`src/rtl/vdcd_pkg.sv`:
```
// types and constants for the varint delta column decoder
`default_nettype none

package vdcd_pkg;

  typedef enum logic {
    ACT_HEADER = 1'b0,
    ACT_CHUNK  = 1'b1
  } action_e;

  localparam int unsigned WordW     = 32;
  localparam int unsigned ValueW    = 32;
  localparam int unsigned ColOutW   = 2;
  localparam int unsigned RowW      = 31;
  localparam int unsigned ChunkCfgW = 5;
  localparam int unsigned BitPosW   = 6;

  localparam int unsigned InDataW  = WordW;
  localparam int unsigned InUserW  = 1;
  localparam int unsigned OutDataW = 72;
  localparam int unsigned OutUserW = 2;

  localparam logic [ChunkCfgW-1:0] ChunkBitsReset = 5'd8;
  localparam logic [ChunkCfgW-1:0] ChunkBitsMin   = 5'd2;
  localparam logic [BitPosW-1:0]   BitPosMax      = 6'd32;
  localparam logic [RowW-1:0]      RowCountMax    = {RowW{1'b1}};

endpackage

`default_nettype wire

```
`src/rtl/varint_delta_column_decoder.sv`:
```
// varint delta column decoder top level
`default_nettype none

// Decodes sign-magnitude varint chunks into per-column running sums.
// Input stream: tuser[0] = action (0 header, 1 chunk), tdata = 32-bit word.
// A header sets the row count of a block; chunks of chunk_bits+1 bits follow,
// column by column, row by row. Each value with a stop bit yields one result.
// Output stream: tdata = value, column, row; tlast marks the last value of
// the block; tuser = overflow, protocol_error.
// Config channel: cfg_valid_i/cfg_data_i writes chunk_bits, always ready;
// write only while the block is idle.
// The result is registered and appears in the cycle after its chunk transfer.
// Throughput: one item per cycle unless output stalls, set by the single state
// update and the output register; decode is one shift, mask and add per chunk.
// When the receiver stalls with a result held, the input stays ready only
// if that result is taken in the same cycle, so no result is ever dropped.
// Reset clears decode state and tvalid, sets chunk_bits to 8, closes any block.
module varint_delta_column_decoder #(
  parameter int unsigned NUM_COLUMNS = 3,
  parameter int unsigned HEADER_BITS = 32
) (
  input  wire                                 clk_i,
  input  wire                                 rst_ni,
  input  wire                                 cfg_valid_i,
  output logic                                cfg_ready_o,
  input  wire  [vdcd_pkg::ChunkCfgW-1:0]      cfg_data_i,
  input  wire                                 s_axis_tvalid,
  output logic                                s_axis_tready,
  // [31:0] word
  input  wire  [vdcd_pkg::InDataW-1:0]        s_axis_tdata,
  // [0] action
  input  wire  [vdcd_pkg::InUserW-1:0]        s_axis_tuser,
  output logic                                m_axis_tvalid,
  input  wire                                 m_axis_tready,
  // [31:0] value, [33:32] column, [64:34] row, [71:65] zero
  output logic [vdcd_pkg::OutDataW-1:0]       m_axis_tdata,
  // last_of_block
  output logic                                m_axis_tlast,
  // [0] overflow, [1] protocol_error
  output logic [vdcd_pkg::OutUserW-1:0]       m_axis_tuser
);
  import vdcd_pkg::*;

  localparam int unsigned ColW = (NUM_COLUMNS > 1) ? $clog2(NUM_COLUMNS) : 1;
  localparam logic [ColW-1:0] ColLast = ColW'(NUM_COLUMNS - 1);
  localparam logic [WordW-1:0] HdrMask =
    WordW'((64'd1 << HEADER_BITS) - 64'd1);
  localparam int unsigned PadW = OutDataW - ValueW - ColOutW - RowW;

  // state
  logic [ChunkCfgW-1:0] chunk_bits_q;
  logic                 block_open_q, block_open_d;
  logic [RowW-1:0]      rows_q, rows_d;
  logic [RowW-1:0]      row_q, row_d;
  logic [ColW-1:0]      col_q, col_d;
  logic [ValueW-1:0]    mag_q, mag_d;
  logic [BitPosW-1:0]   bitpos_q, bitpos_d;
  logic                 neg_q, neg_d;
  logic                 first_q, first_d;
  logic                 ovf_q, ovf_d;
  logic [ValueW-1:0]    sum_q, sum_d;

  // result register
  logic                 out_valid_q, out_valid_d;
  logic                 res_load;
  logic [ValueW-1:0]    res_value_q, res_value_d;
  logic [ColOutW-1:0]   res_col_q, res_col_d;
  logic [RowW-1:0]      res_row_q, res_row_d;
  logic                 res_last_q, res_last_d;
  logic                 res_ovf_q, res_ovf_d;
  logic                 res_perr_q, res_perr_d;

  logic                 in_xfer;
  action_e              action;
  logic [WordW-1:0]     word;
  logic [ChunkCfgW-1:0] c;
  logic [ChunkCfgW-1:0] c_m1;
  logic [WordW-1:0]     lo_mask;
  logic [WordW-1:0]     pay_mask;
  logic [WordW-1:0]     payload;
  logic [2*WordW-1:0]   placed;
  logic [BitPosW:0]     bitpos_sum;
  logic [WordW-1:0]     hdr_cnt;
  logic                 stop;
  logic [ValueW-1:0]    delta_x;
  logic [ValueW-1:0]    sum_base;
  logic [WordW-1:0]     row_inc;
  logic                 row_end;
  logic [ColW+ColOutW-1:0] col_ext;

  assign cfg_ready_o   = 1'b1;
  assign s_axis_tready = !out_valid_q || m_axis_tready;
  assign in_xfer       = s_axis_tvalid && s_axis_tready;
  assign action        = action_e'(s_axis_tuser[0]);
  assign word          = s_axis_tdata;

  assign c        = (chunk_bits_q < ChunkBitsMin) ? ChunkBitsMin : chunk_bits_q;
  assign c_m1     = c - ChunkCfgW'(1);
  assign lo_mask  = (WordW'(1) << c_m1) - WordW'(1);
  assign pay_mask = (WordW'(1) << c) - WordW'(1);
  assign payload  = word & pay_mask;
  assign placed   = {{WordW{1'b0}}, payload} << bitpos_q[BitPosW-2:0];
  assign bitpos_sum = {1'b0, bitpos_q} + (BitPosW+1)'(c);
  assign hdr_cnt  = word & HdrMask;
  assign stop     = word[c];
  assign row_inc  = {1'b0, row_q} + WordW'(1);
  assign row_end  = row_inc >= {1'b0, rows_q};
  assign col_ext  = {{ColOutW{1'b0}}, col_q};

  always_comb begin
    block_open_d = block_open_q;
    rows_d       = rows_q;
    row_d        = row_q;
    col_d        = col_q;
    mag_d        = mag_q;
    bitpos_d     = bitpos_q;
    neg_d        = neg_q;
    first_d      = first_q;
    ovf_d        = ovf_q;
    sum_d        = sum_q;
    res_load     = 1'b0;
    res_value_d  = '0;
    res_col_d    = '0;
    res_row_d    = '0;
    res_last_d   = 1'b0;
    res_ovf_d    = 1'b0;
    res_perr_d   = 1'b0;
    delta_x      = '0;
    sum_base     = '0;

    if (in_xfer) begin
      if (action == ACT_HEADER) begin
        rows_d       = hdr_cnt[WordW-1] ? RowCountMax : hdr_cnt[RowW-1:0];
        row_d        = '0;
        col_d        = '0;
        block_open_d = (hdr_cnt != '0);
        mag_d        = '0;
        bitpos_d     = '0;
        neg_d        = 1'b0;
        first_d      = 1'b1;
        ovf_d        = 1'b0;
      end else if (!block_open_q) begin
        res_load   = 1'b1;
        res_perr_d = 1'b1;
      end else begin
        if (first_q) begin
          neg_d    = word[c_m1];
          mag_d    = word & lo_mask;
          bitpos_d = BitPosW'(c_m1);
          ovf_d    = 1'b0;
          first_d  = 1'b0;
        end else begin
          if (bitpos_q >= BitPosMax) begin
            if (payload != '0) ovf_d = 1'b1;
          end else begin
            if (placed[2*WordW-1:WordW] != '0) ovf_d = 1'b1;
            mag_d = mag_q | placed[WordW-1:0];
          end
          bitpos_d = (bitpos_sum > (BitPosW+1)'(BitPosMax)) ?
                     BitPosMax : bitpos_sum[BitPosW-1:0];
        end

        if (stop) begin
          // two's complement negate folded into the add
          delta_x  = mag_d ^ {ValueW{neg_d}};
          sum_base = (row_q == '0) ? '0 : sum_q;
          sum_d    = sum_base + delta_x + ValueW'(neg_d);

          res_load    = 1'b1;
          res_value_d = sum_d;
          res_col_d   = col_ext[ColOutW-1:0];
          res_row_d   = row_q;
          res_last_d  = (col_q == ColLast) && row_end;
          res_ovf_d   = ovf_d;

          mag_d    = '0;
          bitpos_d = '0;
          neg_d    = 1'b0;
          first_d  = 1'b1;
          ovf_d    = 1'b0;

          if (row_end) begin
            row_d = '0;
            if (col_q == ColLast) begin
              col_d        = '0;
              block_open_d = 1'b0;
            end else begin
              col_d = col_q + ColW'(1);
            end
          end else begin
            row_d = row_inc[RowW-1:0];
          end
        end
      end
    end

    if (res_load) begin
      out_valid_d = 1'b1;
    end else if (m_axis_tready) begin
      out_valid_d = 1'b0;
    end else begin
      out_valid_d = out_valid_q;
    end
  end

  always_ff @(posedge clk_i or negedge rst_ni) begin
    if (!rst_ni) begin
      chunk_bits_q <= ChunkBitsReset;
      block_open_q <= 1'b0;
      rows_q       <= '0;
      row_q        <= '0;
      col_q        <= '0;
      mag_q        <= '0;
      bitpos_q     <= '0;
      neg_q        <= 1'b0;
      first_q      <= 1'b1;
      ovf_q        <= 1'b0;
      sum_q        <= '0;
      out_valid_q  <= 1'b0;
    end else begin
      if (cfg_valid_i && cfg_ready_o) begin
        chunk_bits_q <= cfg_data_i;
      end
      block_open_q <= block_open_d;
      rows_q       <= rows_d;
      row_q        <= row_d;
      col_q        <= col_d;
      mag_q        <= mag_d;
      bitpos_q     <= bitpos_d;
      neg_q        <= neg_d;
      first_q      <= first_d;
      ovf_q        <= ovf_d;
      sum_q        <= sum_d;
      out_valid_q  <= out_valid_d;
    end
  end

  always_ff @(posedge clk_i) begin
    if (res_load) begin
      res_value_q <= res_value_d;
      res_col_q   <= res_col_d;
      res_row_q   <= res_row_d;
      res_last_q  <= res_last_d;
      res_ovf_q   <= res_ovf_d;
      res_perr_q  <= res_perr_d;
    end
  end

  assign m_axis_tvalid = out_valid_q;
  assign m_axis_tdata  = {{PadW{1'b0}}, res_row_q, res_col_q, res_value_q};
  assign m_axis_tlast  = res_last_q;
  assign m_axis_tuser  = {res_perr_q, res_ovf_q};

`ifndef SYNTH
  a_perr_clean: assert property (@(posedge clk_i) disable iff (!rst_ni)
    m_axis_tvalid && m_axis_tuser[1] |->
      (m_axis_tdata == '0) && !m_axis_tlast && !m_axis_tuser[0])
    else $error("protocol error result carries data");

  a_open_rows: assert property (@(posedge clk_i) disable iff (!rst_ni)
    block_open_q |-> (rows_q != '0) && (row_q < rows_q))
    else $error("open block with bad row state");

  a_first_clear: assert property (@(posedge clk_i) disable iff (!rst_ni)
    first_q |-> (mag_q == '0) && (bitpos_q == '0) && !ovf_q)
    else $error("partial value left behind");

  a_bitpos_sat: assert property (@(posedge clk_i) disable iff (!rst_ni)
    bitpos_q <= BitPosMax)
    else $error("bit position beyond saturation");

  a_last_closes: assert property (@(posedge clk_i) disable iff (!rst_ni)
    res_load && res_last_d |=> !block_open_q && (col_q == '0) && (row_q == '0))
    else $error("block still open after last value");
`endif

endmodule

`default_nettype wire
```
`config.mk`:
```
export PLATFORM = sky130hd
export DESIGN_NAME = varint_delta_column_decoder
export DESIGN_NICKNAME = d
export VERILOG_FILES = /design/src/rtl/vdcd_pkg.sv /design/src/rtl/varint_delta_column_decoder.sv
export SDC_FILE = /design/constraint.sdc
export NUM_CORES = 1
export LEC_CHECK = 0
export BUFFER_PORTS_ARGS = -buffer_cell sky130_fd_sc_hd__clkbuf_2
export CORE_MARGIN = 1.5
export CORE_UTILIZATION = 50
export DETAILED_ROUTE_END_ITERATION = 10
export HOLD_SLACK_MARGIN = 0.06
export PLACE_DENSITY = 0.68
export SLEW_MARGIN = 15
export SYNTH_ARGS = -nofsm -noshare
export SYNTH_HDL_FRONTEND = slang
export SYNTH_SLANG_ARGS = --single-unit
```
`constraint.sdc`:
```
create_clock -name clk_i -period 8.3 [get_ports clk_i]
set_input_delay 1.245 -clock clk_i [delete_from_list [all_inputs] [get_ports clk_i]]
set_output_delay 1.245 -clock clk_i [all_outputs]
set_load 0.02 [all_outputs]
```
==> results of run 1 <==
cell type report:
cell class / count / area, um2 / area share (%)
inverter: 77 / 289 / 1.50
clock inverter: 16 / 159 / 0.826
sequential: 212 / 5650 / 29.4
tap: 455 / 569 / 2.96
multi-input combinational: 1601 / 11000 / 57.2
clock buffer: 29 / 661 / 3.43
timing repair buffer: 157 / 905 / 4.70
through the flow:
stage          total power [uW]  hold WS [ns]  utilization (%)  setup WS (ns)  std cells
4_1_cts                    5820         0.471             55.6          0.426       2547
5_1_grt                    6230         0.485             55.7         0.0392       2547
3_5_place_dp               4680         0.458             53.3          0.468       2502
6_report                   5880         0.471             55.7          0.415       2547
2_1_floorplan              3790         0.441                -          0.945       2049
3_3_place_gp               4660         0.452             53.3          0.502       2502
cell families (layout without fill, tap and decap cells):
family                   count (synthesis)  in the layout  share of synthesized area (%)
buffers and inverters                  236            279                           5.66
AO/OA/AOI/OAI                          630            630                           23.0
adder cells (fa/ha/maj)                 73             73                           5.28
flip-flops                             212            212                           32.1
XOR/XNOR                               105            105                           5.32
multiplexers                           103            103                           8.41
other                                    2             10                         0.0427
AND/OR/NAND/NOR                        680            680                           20.1
repair_timing:
item,CTS,global route
buffers inserted,0,0
resized for setup,0,5
setup endpoints to repair,0,7
endpoints found under the hold margin,0,0
metal layers:
metal	routed length, um	part of all wire, %
met3	4900	7.7
met2	27700	44
met1	27800	44
met5	0	0
met4	3240	5.1
report_power, final:
| group | internal [uW] | total [uW] | switching, uW |
|---|---|---|---|
| sequential | 1270 | 1370 | 101 |
| clock | 661 | 1110 | 451 |
| combinational | 1290 | 3400 | 2110 |
sequential cells by signal, indices dropped and copies added (netlist names), 2 cells and up:
| register | count |
|---|---|
| res_value_q | 32 |
| res_row_q | 31 |
| res_col_q | 2 |
| chunk_bits_q | 5 |
| mag_q | 32 |
| sum_q | 32 |
| row_q | 31 |
| rows_q | 31 |
| col_q | 2 |
| bitpos_q | 6 |
cell usage after synthesis, types with 36 or more instances:
library cell / number / area share [%]
and2_1: 58 / 2.1
o21ai_0: 181 / 5.2
xnor2_1: 55 / 2.7
nand2_1: 173 / 3.7
clkbuf_1: 102 / 2.2
a21oi_1: 127 / 3.6
mux2i_1: 36 / 2.1
nor2b_1: 45 / 1.6
dfrtp_1: 142 / 20
a21o_1: 65 / 2.8
nor2_1: 122 / 2.6
xor2_1: 48 / 2.4
a31oi_1: 45 / 1.6
ha_1: 71 / 5.1
nor3_1: 36 / 1.0
edfxtp_1: 68 / 12
nand3_1: 62 / 1.8
inv_1: 72 / 1.5
worst max-delay path by stage:
stage	start	end	slack (ns)	cells past startpoint
6_report	chunk_bits_q[3]	res_value_q[31]	0.41	30
5_1_grt	chunk_bits_q[3]	res_value_q[31]	0.04	30
4_1_cts	chunk_bits_q[3]	res_value_q[31]	0.43	30
3_5_place_dp	chunk_bits_q[3]	res_value_q[31]	0.47	30
3_3_place_gp	chunk_bits_q[3]	res_value_q[31]	0.50	30
2_1_floorplan	chunk_bits_q[3]	res_value_q[31]	0.94	33
==> results.md, run 1 <==
* Post-Layout Inst Area at 19200 um2
* Sink Count at 212
* 1st-iter DRT viols at around 1800
* Drt total wl at approximately 64 mm
* Die Ht at roughly 190 um
* Gr busiest metal: met2
* Critical path's top delay family: compound AO/OA/AOI/OAI gates
* TritonCTS clock tree: done
* CP Class: flip-flop to flip-flop
* DRC errors left at 0
* Pleak at about 0.0086 uW
* Core area at 34500 um2
* Tmin final at around 7.9 ns
* Mean Syn Cell Area at roughly 8.6 um2
* #FFs+latches synth at approximately 210
* Setup Skew at approximately 0.013 ns
* Area Growth Syn to Fin at 9.52%
* Crit path DAT at 8.16 ns
* Share of synthesized registers carrying an async set or reset at between 60% and 70%
* Synth Instances at about 2000
* EDFF count, synth at 68
* Yosys warns at 0
* RSZ-0062 raised after global routing: false
* Antenna viol nets, final at 0
* Synthesized cell area at around 18000 um2
* Post-route setup TNS at 0 ns
* Initial antenna violation count at 0
* Die footprint at 36300 um2
* ANT cells at 0
* Gpl congestion at a little over 1
* R2R Setup Slk at ~0.41 ns
* Die width at between 150 and 200 um
* Max-Cap Viols at 0
* Clk_lat worst skew at roughly 0.54 ns
* Measured slew at the worst slew-check pin at ~1.2 ns
* Clk Tree Root Cell: clkbuf_16
* CTS Buf Count at 25
* Initial Util at 50.9%
* Avg WL per Cell at ~25 um
* Worst-case vdd ir drop at roughly 0.23 mV
* Worst endpoint required time at 8.58 ns
* Largest net degree at the start of global routing at 93
* Reg-to-Reg Start: chunk_bits_q[3]
* Worst Min Path Start: sum_q[6]
* Status: finished clean
* Sequential fraction of the synthesis area at 32.1%
* Vias in the first global route at 15700
* Min-Delay Endpoint: sum_q[6]
* Synth Flop Type: dfrtp_1
* Clk buf depth at 3
* Hold Crit Class: flip-flop to flip-flop
* Hold Buf Count CTS at 0
* Via count at 16600
* Hpwl dp at 47.9 mm
* Worst Hold Path Cells at 1
* H-Tree Depth at 1
* Global Route met2 Usage at between 50% and 60%
* Via density at 6.54
* Port buffer count at approximately 110
* Grt met1 use at between 40 and 50%
* Worst-path maximum fanout at 14
* Final Cycle Share at 95.0%
* Row cnt at 68
* Share of layout cells above drive strength 1 at 15.0%
* Relative slew slack at 23.0%
* Number of setup violations in the final report at 0
* Final slew viol count at 0
* Aggregate global routing overflow at 0
* Highest clock rate at about 130 MHz
* Most common cell after layout, fill and taps aside: o21ai_0
* Hold violation count in the final report at 0
* GRT Overall Usage at a little over a third
* Critical Path Most Common Cell: a21o_1
* Post-synthesis cell type count at roughly 110
* Worst r2r dst: res_value_q[31]
* CP max stage delay at 0.54 ns
* Crit. End Element: flip-flop
* GR Layer Usage met3 at between 4 and 5%
* Power density over cell area at 306 nW/um2
* CP Launch Type: flip-flop
* Fillers at around 3200
* Global-route wire length before repair at 96.0 mm
* Most frequent cells in the layout: 181 x o21ai_0, 173 x nand2_1, 142 x dfrtp_1, 125 x a21oi_1, 120 x nor2_1
* Post-DP Area at approximately 18000 um2
* Initial DRT Pass Iterations at 6
* Ports at 121
* Clock Pin Slew Worst Setup and Hold Paths at 0.06 ns
* Slowest stage cell, crit path: mux4_2
* CP Buf/Inv Count at 3
* R2R cell count at 30
* Nets at about 2200
Note: power is estimated with default switching activity, not from simulation.
==> run 2: changes to the inputs <==
Clock period 8.3 ns to 7.7 ns, I/O delays scaled along.
==> results.md, run 2 (synthesized netlist as in run 1, its figures left out) <==
* Final slew viol count at 0 (unchanged)
* Highest clock rate at 136 MHz (+7.2%)
* Sink Count at 212 (unchanged)
* Measured slew at the worst slew-check pin at 1.12 ns (-0.0384 ns)
* Part of the power in combinational logic at 59.0% (+1.2 points)
* Critical path's top delay family: compound AO/OA/AOI/OAI gates
* TritonCTS clock tree: done
* Global-route wire length before repair at 97.6 mm (+1.6%)
* H-Tree Depth at 1 (unchanged)
* Via count at 16800 (+1.1%)
* Post-DP Area at 18600 um2 (+0.96%)
* Crit path DAT at 7.65 ns (-0.51 ns)
* Worst endpoint required time at 7.99 ns (-0.59 ns)
* Worst-path maximum fanout at 8 (-6)
* Critical Path Most Common Cell: a21o_1
* Max-Cap Viols at 0 (unchanged)
* Core area at 34500 um2 (unchanged)
* Clk_lat worst skew at 0.54 ns (about the same)
* Hpwl dp at 48.7 mm (+1.7%)
* Largest net degree at the start of global routing at 75 (-19%)
* GRT Overall Usage at 35.3% (+0.41 points)
* Share of layout cells above drive strength 1 at 17.0% (+2.0 points)
* Slowest stage cell, crit path: dfstp_2
* Relative slew slack at 25.3% (+2.3 points)
* Power density over cell area at 333 nW/um2 (+8.8%)
* Row cnt at 68 (unchanged)
* Port buffer count at 112 (unchanged)
* ANT cells at 0 (unchanged)
* Final std cells w/o fill at 2570 (+0.90%)
* Clk Tree Root Cell: clkbuf_16
* Most frequent cells in the layout: 178 x o21ai_0, 172 x nand2_1, 142 x dfrtp_1, 124 x a21oi_1, 118 x nor2_1
* Vias in the first global route at 16000 (+1.8%)
* DRC errors left at 0 (unchanged)
* Area Growth Syn to Fin at 11.2%
* Number of setup violations in the final report at 0 (unchanged)
* Initial antenna violation count at 0 (unchanged)
* Min-Delay Endpoint: sum_q[17]
* Sw Ratio at 45.6% (+0.28 points)
* Die Ht at 190 um (unchanged)
* Ports at 121 (unchanged)
* Worst Setup SP: chunk_bits_q[3]
* Nets at 2213 (+1.1%)
* Pleak at 0.00874 uW (+1.4%)
* Initial Util at 50.9% (unchanged)
* CP max stage delay at 0.57 ns (+0.03 ns)
* Top Registers: mag_q (32), res_value_q (32), sum_q (32)
* Clock power share at 18.2% (-0.7 points)
* Worst Min Path Start: sum_q[17]
* Setup Skew at 0.0106 ns (-0.00275 ns)
* CP Class: flip-flop to flip-flop
* Hold Crit Class: flip-flop to flip-flop
* Clk buf depth at 3 (unchanged)
* Final Cycle Share at 95.6% (+0.55 points)
* Drt total wl at 63.9 mm (+0.47%)
* RSZ-0062 raised after global routing: false
* Status: finished clean
* Initial DRT Pass Iterations at 6 (unchanged)
* Crit. End Element: flip-flop
* Tmin final at 7.36 ns (-0.528 ns)
* CP Buf/Inv Count at 3 (unchanged)
* Hold violation count in the final report at 0 (unchanged)
* Worst r2r dst: res_value_q[31]
* Die width at 190 um (unchanged)
* Via density at 6.55 (+0.19%)
* Avg WL per Cell at 24.9 um (-0.43%)
* Flop pwr share at 22.8% (-0.5 points)
* Die footprint at 36300 um2 (unchanged)
* Aggregate global routing overflow at 0 (unchanged)
* Reg-to-Reg Start: chunk_bits_q[3]
* CTS Buf Count at 24 (-4.0%)
* Gpl congestion at 1.05 (+4.5%)
* Worst-case vdd ir drop at 0.315 mV (+36%)
* Most common cell after layout, fill and taps aside: o21ai_0
* 1st-iter DRT viols at 1584 (-14%)
* R2R cell count at 30 (unchanged)
* Antenna viol nets, final at 0 (unchanged)
* Post-Layout Inst Area at 19500 um2 (+1.5%)
* Sw power at 2960 uW (+11%)
* Post-route setup TNS at 0 ns (unchanged)
* Internal power at 3540 uW (+9.8%)
* R2R Setup Slk at 0.34 ns (-0.07 ns)
* Clock Pin Slew Worst Setup and Hold Paths at 0.06 ns (about the same)
* Placed insts at 2525 (+0.92%)
* Worst Hold Path Cells at 1 (unchanged)
* Fillers at 3209 (-0.062%)
* CP Launch Type: flip-flop
run 2: changes by cell type in the layout (fill, tap and decap cells not counted), sizes merged:
cell	delta
buf	+24
inv	-1
run 2: final cells by class:
| class | count | area [um2] | area share, % |
|---|---|---|---|
| clock buffer | 29 | 639 | 3.27 |
| clock inverter | 15 | 170 | 0.871 |
| inverter | 77 | 289 | 1.48 |
| multi-input combinational | 1601 | 11100 | 57.0 |
| sequential | 212 | 5650 | 28.9 |
| tap | 455 | 569 | 2.92 |
| timing repair buffer | 181 | 1080 | 5.55 |
run 2: worst max-delay path by stage:
| stage | end | slack [ns] | depth (start not counted) |
|---|---|---|---|
| floorplan | res_value_q[31] | 0.34 | 33 |
| global placement | res_value_q[31] | 0.21 | 30 |
| detailed placement | res_value_q[31] | 0.05 | 30 |
| CTS | res_value_q[31] | 0.03 | 30 |
| global route | res_value_q[31] | 0.002 | 30 |
| finish | res_value_q[31] | 0.34 | 30 |
run 2: metrics by stage:
step	total power [uW]	hold slack (ns)	setup slack, ns	utilization, %
after floorplan	4090	0.441	0.345	-
after detailed placement	5170	0.457	0.0457	53.8
final	6500	0.472	0.343	56.5
after CTS	6370	0.471	0.0333	56.1
after global routing	6890	0.485	0.00218	56.5
after global placement	5140	0.453	0.210	53.8
run 2: power groups by stage:
stage | combinational [uW] | clock (uW) | sequential [uW]
6_report | 3830 | 1180 | 1480
5_1_grt | 4150 | 1230 | 1510
4_1_cts | 3700 | 1190 | 1480
3_5_place_dp | 3670 | 0 | 1500
3_3_place_gp | 3650 | 0 | 1490
2_1_floorplan | 2600 | 0 | 1490
run 2: worst reg2reg max path: cells and delay by family, from the launching register on:
family                   cells  cell delay [ns]
buffers and inverters        3             0.35
flip-flops                   1             0.57
multiplexers                 3             1.16
AO/OA/AOI/OAI               15             3.02
XOR/XNOR                     1             0.17
AND/OR/NAND/NOR              6             1.18
adder cells (fa/ha/maj)      2             0.66
run 2: timing repair:
item | 4_1_cts | 5_1_grt
hold buffers | 0 | 0
resized for setup | 0 | 32
buffers inserted | 0 | 1
setup endpoints to repair | 0 | 22
run 2: per-layer routing:
| layer | GRT usage, % | vias up | routed length, um |
|---|---|---|---|
| met2 | 54.5 | 875 | 27800 |
| met5 | 0 | - | 0 |
| met4 | 14.2 | 0 | 2940 |
| met3 | 5.43 | 174 | 5480 |
| li1 | - | 7603 | - |
| met1 | 49.3 | 8178 | 27700 |
